`config.mk`:
```
export PLATFORM = sky130hd
export DESIGN_NAME = calendar_date_counter_unit
export DESIGN_NICKNAME = d
export VERILOG_FILES = /design/src/cdc_pkg.sv /design/src/cdc_step.sv /design/src/calendar_date_counter_unit.sv
export SDC_FILE = /design/constraint.sdc
export NUM_CORES = 1
export LEC_CHECK = 0
export ABC_AREA = 1
export BUFFER_PORTS_ARGS = -buffer_cell sky130_fd_sc_hd__clkbuf_2
export CAP_MARGIN = 15
export CORE_MARGIN = 2
export CORE_UTILIZATION = 55
export CTS_CLUSTER_SIZE = 12
export DETAILED_ROUTE_END_ITERATION = 8
export PLACE_DENSITY = 0.77
export SETUP_SLACK_MARGIN = 0.1
export SLEW_MARGIN = 20
export SYNTH_ARGS = -nofsm -noshare
export SYNTH_HDL_FRONTEND = slang
export SYNTH_SLANG_ARGS = --single-unit
```
`constraint.sdc`:
```
create_clock -name clk -period 19.5 [get_ports clk]
set_clock_uncertainty 0.15 [all_clocks]
set_input_delay 0.975 -clock clk [delete_from_list [all_inputs] [get_ports clk]]
set_output_delay 0.975 -clock clk [all_outputs]
set_load 0.01 [all_outputs]
```
`src/cdc_pkg.sv`:
```
package cdc_pkg;

	typedef enum logic [1:0] {
		REQ_LOAD  = 2'd0,
		REQ_INC   = 2'd1,
		REQ_DEC   = 2'd2,
		REQ_QUERY = 2'd3
	} req_t;

	localparam logic [13:0] MAX_YEAR  = 14'd9999;
	localparam logic [3:0]  LAST_MON  = 4'd12;
	localparam logic [4:0]  DEC_DAYS  = 5'd31;
	// floor(y / 100) = (y * 5243) >> 19, exact for every 14-bit y
	localparam logic [26:0] RECIP_100 = 27'd5243;
	localparam int          RECIP_SH  = 19;

	typedef struct packed {
		logic [13:0] year;
		logic [3:0]  month;
		logic [4:0]  day;
		logic        leap;
	} date_t;

	typedef struct packed {
		logic [13:0] year;
		logic [3:0]  month;
		logic [4:0]  day;
		logic        load_error;
		logic        is_leap;
		logic [8:0]  day_of_year;
		logic [8:0]  days_remaining;
		logic [2:0]  quarter;
	} result_t;

	function automatic logic leap_of(input logic [13:0] y);
		logic [26:0] prod;
		logic [7:0]  q;
		logic [13:0] r;
		prod = 27'(y) * RECIP_100;
		q = prod[RECIP_SH +: 8];
		r = y - 14'(14'(q) * 14'd100);
		return (y[1:0] == 2'd0) && ((r != 14'd0) || (q[1:0] == 2'd0));
	endfunction

	// Months outside 1..12 read as January
	function automatic logic [4:0] month_len(input logic [3:0] m, input logic leap);
		logic [4:0] len;
		unique case (m)
			4'd2:    len = leap ? 5'd29 : 5'd28;
			4'd4:    len = 5'd30;
			4'd6:    len = 5'd30;
			4'd9:    len = 5'd30;
			4'd11:   len = 5'd30;
			default: len = 5'd31;
		endcase
		return len;
	endfunction

	function automatic logic [8:0] days_before(input logic [3:0] m);
		logic [8:0] d;
		unique case (m)
			4'd2:    d = 9'd31;
			4'd3:    d = 9'd59;
			4'd4:    d = 9'd90;
			4'd5:    d = 9'd120;
			4'd6:    d = 9'd151;
			4'd7:    d = 9'd181;
			4'd8:    d = 9'd212;
			4'd9:    d = 9'd243;
			4'd10:   d = 9'd273;
			4'd11:   d = 9'd304;
			4'd12:   d = 9'd334;
			default: d = 9'd0;
		endcase
		return d;
	endfunction

	function automatic logic [2:0] quarter_of(input logic [3:0] m);
		logic [2:0] qt;
		unique case (m)
			4'd4, 4'd5, 4'd6:    qt = 3'd2;
			4'd7, 4'd8, 4'd9:    qt = 3'd3;
			4'd10, 4'd11, 4'd12: qt = 3'd4;
			default:             qt = 3'd1;
		endcase
		return qt;
	endfunction

endpackage

```
`src/cdc_step.sv`:
```
module cdc_step import cdc_pkg::*; (
	input  req_t        req,
	input  logic [13:0] load_year,
	input  logic [6:0]  load_month,
	input  logic [6:0]  load_day,
	input  date_t       cur,
	output date_t       nxt,
	output result_t     res
);

	logic        load_ok;
	logic [13:0] year_up;
	logic [13:0] year_dn;
	logic        leap_up;
	logic        leap_dn;
	logic        leap_ld;
	logic [4:0]  cur_len;
	logic        err;
	logic [3:0]  safe_m;
	logic [8:0]  doy;
	logic [8:0]  total;

	assign year_up = (cur.year >= MAX_YEAR) ? 14'd0 : cur.year + 14'd1;
	assign year_dn = (cur.year == 14'd0) ? MAX_YEAR : cur.year - 14'd1;
	assign leap_up = leap_of(year_up);
	assign leap_dn = leap_of(year_dn);
	assign leap_ld = leap_of(load_year);
	assign cur_len = month_len(cur.month, cur.leap);

	assign load_ok = (load_year <= MAX_YEAR) && (load_month >= 7'd1)
		&& (load_month <= 7'(LAST_MON)) && (load_day >= 7'd1)
		&& (load_day <= 7'(month_len(load_month[3:0], leap_ld)));

	always_comb begin
		nxt = cur;
		err = 1'b0;
		unique case (req)
			REQ_LOAD: begin
				if (load_ok) begin
					nxt.year  = load_year;
					nxt.month = load_month[3:0];
					nxt.day   = load_day[4:0];
					nxt.leap  = leap_ld;
				end else begin
					err = 1'b1;
				end
			end
			REQ_INC: begin
				if (cur.day < cur_len) begin
					nxt.day = cur.day + 5'd1;
				end else begin
					nxt.day = 5'd1;
					if (cur.month < LAST_MON) begin
						nxt.month = cur.month + 4'd1;
					end else begin
						nxt.month = 4'd1;
						nxt.year  = year_up;
						nxt.leap  = leap_up;
					end
				end
			end
			REQ_DEC: begin
				if (cur.day > 5'd1) begin
					nxt.day = cur.day - 5'd1;
				end else if (cur.month > 4'd1) begin
					nxt.month = cur.month - 4'd1;
					nxt.day   = month_len(cur.month - 4'd1, cur.leap);
				end else begin
					nxt.month = LAST_MON;
					nxt.day   = DEC_DAYS;
					nxt.year  = year_dn;
					nxt.leap  = leap_dn;
				end
			end
			REQ_QUERY: begin
			end
			default: begin
			end
		endcase
	end

	assign safe_m = ((nxt.month >= 4'd1) && (nxt.month <= LAST_MON)) ? nxt.month : 4'd1;
	assign doy    = days_before(safe_m) + 9'(nxt.day)
		+ 9'((nxt.leap && (safe_m > 4'd2)) ? 1'b1 : 1'b0);
	assign total  = nxt.leap ? 9'd366 : 9'd365;

	always_comb begin
		res.year           = nxt.year;
		res.month          = nxt.month;
		res.day            = nxt.day;
		res.load_error     = err;
		res.is_leap        = nxt.leap;
		res.day_of_year    = doy;
		res.days_remaining = (doy <= total) ? total - doy : 9'd0;
		res.quarter        = quarter_of(safe_m);
	end

endmodule

```
`src/calendar_date_counter_unit.sv`:
```
// Gregorian date counter. Holds one date (0000-01-01 after reset) and serves
// one request per cycle while the output is not stalled: load a checked date,
// step one day forward or back, or query. Each request returns exactly one
// result with the date after the request, a load error flag, a leap flag, day of
// year, days left in the year and the quarter. A request is registered at the
// input, resolved in one pass against the stored date, and its result is written
// to the output register once the output is not stalled. Sustained throughput is
// one request per clock when not stalled, set by the date register update loop.
module calendar_date_counter_unit import cdc_pkg::*; (
	input  logic        clk,
	input  logic        arst_n,
	input  logic        in_valid,
	output logic        in_stall,
	input  logic [1:0]  req_type,
	input  logic [13:0] load_year,
	input  logic [6:0]  load_month,
	input  logic [6:0]  load_day,
	output logic        out_valid,
	input  logic        out_stall,
	output logic [13:0] cur_year,
	output logic [3:0]  cur_month,
	output logic [4:0]  cur_day,
	output logic        load_error,
	output logic        is_leap,
	output logic [8:0]  day_of_year,
	output logic [8:0]  days_remaining,
	output logic [2:0]  quarter
);

	logic        valid_s1;
	req_t        req_s1;
	logic [13:0] year_s1;
	logic [6:0]  month_s1;
	logic [6:0]  day_s1;
	date_t       date_q;
	date_t       date_nxt;
	result_t     res_nxt;
	result_t     res_q;
	logic        out_valid_q;
	logic        advance;

	assign advance  = valid_s1 && (!out_valid_q || !out_stall);
	assign in_stall = valid_s1 && !advance;

	cdc_step u_step (
		.req        (req_s1),
		.load_year  (year_s1),
		.load_month (month_s1),
		.load_day   (day_s1),
		.cur        (date_q),
		.nxt        (date_nxt),
		.res        (res_nxt)
	);

	always_ff @(posedge clk or negedge arst_n) begin
		if (!arst_n) begin
			valid_s1    <= 1'b0;
			out_valid_q <= 1'b0;
			date_q      <= '{year: 14'd0, month: 4'd1, day: 5'd1, leap: 1'b1};
		end else begin
			if (in_valid && !in_stall) begin
				valid_s1 <= 1'b1;
			end else if (advance) begin
				valid_s1 <= 1'b0;
			end
			// commit the date and present the result in the same cycle
			if (advance) begin
				date_q      <= date_nxt;
				out_valid_q <= 1'b1;
			end else if (!out_stall) begin
				out_valid_q <= 1'b0;
			end
		end
	end

	always_ff @(posedge clk) begin
		if (in_valid && !in_stall) begin
			req_s1   <= req_t'(req_type);
			year_s1  <= load_year;
			month_s1 <= load_month;
			day_s1   <= load_day;
		end
		if (advance) begin
			res_q <= res_nxt;
		end
	end

	assign out_valid      = out_valid_q;
	assign cur_year       = res_q.year;
	assign cur_month      = res_q.month;
	assign cur_day        = res_q.day;
	assign load_error     = res_q.load_error;
	assign is_leap        = res_q.is_leap;
	assign day_of_year    = res_q.day_of_year;
	assign days_remaining = res_q.days_remaining;
	assign quarter        = res_q.quarter;

endmodule

```
==> impl_metrics.ini <==
[clock_network]
numCtsBuffers = 9
postCtsSetupBuffers = 0
htreeDepth = 3
cts-root-buf = clkbuf_16
clock-sinks = 102
clkLatencyLatePin_ps = 390
clockBufferDepth = 2
ctsResizeCount = 0
clk_pin_slew_ps = 80
cts_tree = done
cts_hold_buf = 0

[synth]
yosysSeqAreaShare_pct = 14.9
async_flop_share_pct = 25.5
yosysMostFrequentCell = inv_1
ys_top_cells_by_area = ha_1, fa_1, edfxtp_1
netlist.top_cell.by_area = ha_1
synth_fp_nets = 2931
yosysUniqueCellTypes = 58
synth_ff_type = edfxtp_1
syn_area_sq_um = 19700
ys_ff_latch = 102
yosys-top-cells-count = inv_1, ha_1, nand2_1, fa_1, nor2_1
yosys_warnings = 0
synth_top_area_share_pct = 27.8
syn-instance-count = 2259
postSynthAreaPerCell_sq_um = 8.71
synth_edf_count = 76

[grt]
grtUsageTotal_pct = 26.8
grt_pass1_vias = 15900
antenna_found_initial = 0
grt_max_degree = 71
gr-total-overflow = 0
grt_pass1_wl_um = 78300

[final_layout]
fin_nets = 3014
antennaDiodeCount = 0
fin_util_pct = 59.2
multi_input_comb_area_sq_um = 14500
final_cells = 2808
area_growth_pct = 6.50
fillers = 3081
drive_above_1_share_pct = 8.01
regArea_sq_um = 2940

[route]
wirelength_met1_um = 21000
wl_met2_um = 23100
wl_per_cell_um = 17.1
via_count = 15400
drtPass1Iterations = 6
drc = 0
routed.top_layer = met4
ant_nets = 0
route.met3.wl_um = 2450
drt_wl_total_um = 47900
drt_iter0_markers = 1016
via_per_inst = 5.50

[worst_setup_path]
cp-start-kind = register
path_common_cell = inv_1
cp-end-kind = register
required_ps = 19500
cp_max_fo = 18
arrival_ps = 14620
cp_slowest_stage_delay_ps = 840
crit_slowest_cell = edfxtp_1
critPathKind = register to register

[hold_path]
hp-class = register to register

[sta]
finalSetupTns_ps = 0
post-route-min-period_ps = 14620
setup_viol = 0
max_freq_mhz = 68.4
hold_violations = 0
relSlewSlack_pct = 40.3
period_share_pct = 75.0
slew_violations = 0
rsz0062_at_grt = no
worst_pin_slew_ps = 886
finalHoldWorstSlack_ps = 365

[place]
io_buffers = 81
dp_hpwl_um = 40700
dp.cells = 2792
globalplace.congestion = 0.958

[floorplan]
die_y_um = 193
initial_core_util_pct = 55.6
std_cell_rows = 69
fp.dieW_um = 193
dieArea_sq_um = 37300
io-pin-count = 82
core_sq_um = 35400

[status]
status = finished clean

[run]
maxCapViolCount = 0
## flip-flops by register name, summed over array words and instances, names as in the netlist
register and cells:
date_q 24, cur_year 14, year_s1 14, day_of_year 9
days_remaining 9, day_s1 7, month_s1 7, cur_day 5
cur_month 4, quarter 3, req_s1 2, is_leap 1
load_error 1, out_valid 1, valid_s1 1
## path summary, 6_finish.rpt
path | endpoint | startpoint | slack (ps) | depth (start not counted)
min | date_q[0] | date_q[0] | 360 | 2
min reg2reg | date_q[0] | date_q[0] | 360 | 2
max in group asynchronous | date_q[19] | arst_n | 18180 | 1
max | days_remaining[2] | year_s1[11] | 4880 | 71
min in group asynchronous | date_q[13] | arst_n | 520 | 1
max reg2reg | days_remaining[2] | year_s1[11] | 4880 | 71
## worst max-delay path, delay by kind of cell (launching register included)
| kind | cells | cell delay [ps] |
|---|---|---|
| flops | 1 | 840 |
| buf+inv | 15 | 1260 |
| compound gates | 16 | 2770 |
| simple gates | 21 | 2770 |
| xor+xnor | 3 | 530 |
| fa+ha+maj | 16 | 6020 |
## kinds of logic (layout without fill, tap and decap cells)
group | after synthesis | in the layout | share of synthesized area, %
AO/OA/AOI/OAI | 275 | 275 | 8.53
XOR/XNOR | 73 | 73 | 3.25
adder cells (fa/ha/maj) | 638 | 638 | 48.2
buffers and inverters | 592 | 680 | 11.4
flip-flops | 102 | 102 | 14.9
AND/OR/NAND/NOR | 579 | 579 | 13.7
## cell usage in the layout (no fill, tap or decap), types with 76 or more instances in the layout
| cell | n |
|---|---|
| a21oi_1 | 92 |
| fa_1 | 200 |
| nor2_1 | 109 |
| o21ai_0 | 85 |
| nand3_1 | 95 |
| ha_1 | 438 |
| clkbuf_2 | 81 |
| nand2_1 | 272 |
| edfxtp_1 | 76 |
| inv_1 | 555 |
## per-stage QoR
step,cell area (sq um),setup slack [ps]
4_1_cts,21000,4930
5_1_grt,21000,3880
3_3_place_gp,20600,5420
3_5_place_dp,20600,5010
2_1_floorplan,19700,7210
6_report,21000,4880
## cell type report
class	count	share of cell area (%)
clock inverter	7	0.477
multi-input combinational	1565	69.2
sequential	102	14.0
timing repair buffer	86	2.11
inverter	578	10.4
clock buffer	9	1.07
tap	461	2.75
## layer usage
metal	global-route usage (%)	vias to the layer above
li1	-	7450
met1	35.3	7438
met2	45.7	470
met3	3.51	86
met4	8.30	0
met5	0	-
Power is left out: the tool's default activity adds up to more than one toggle a clock period on the data nets, which glitch-free logic cannot reach.
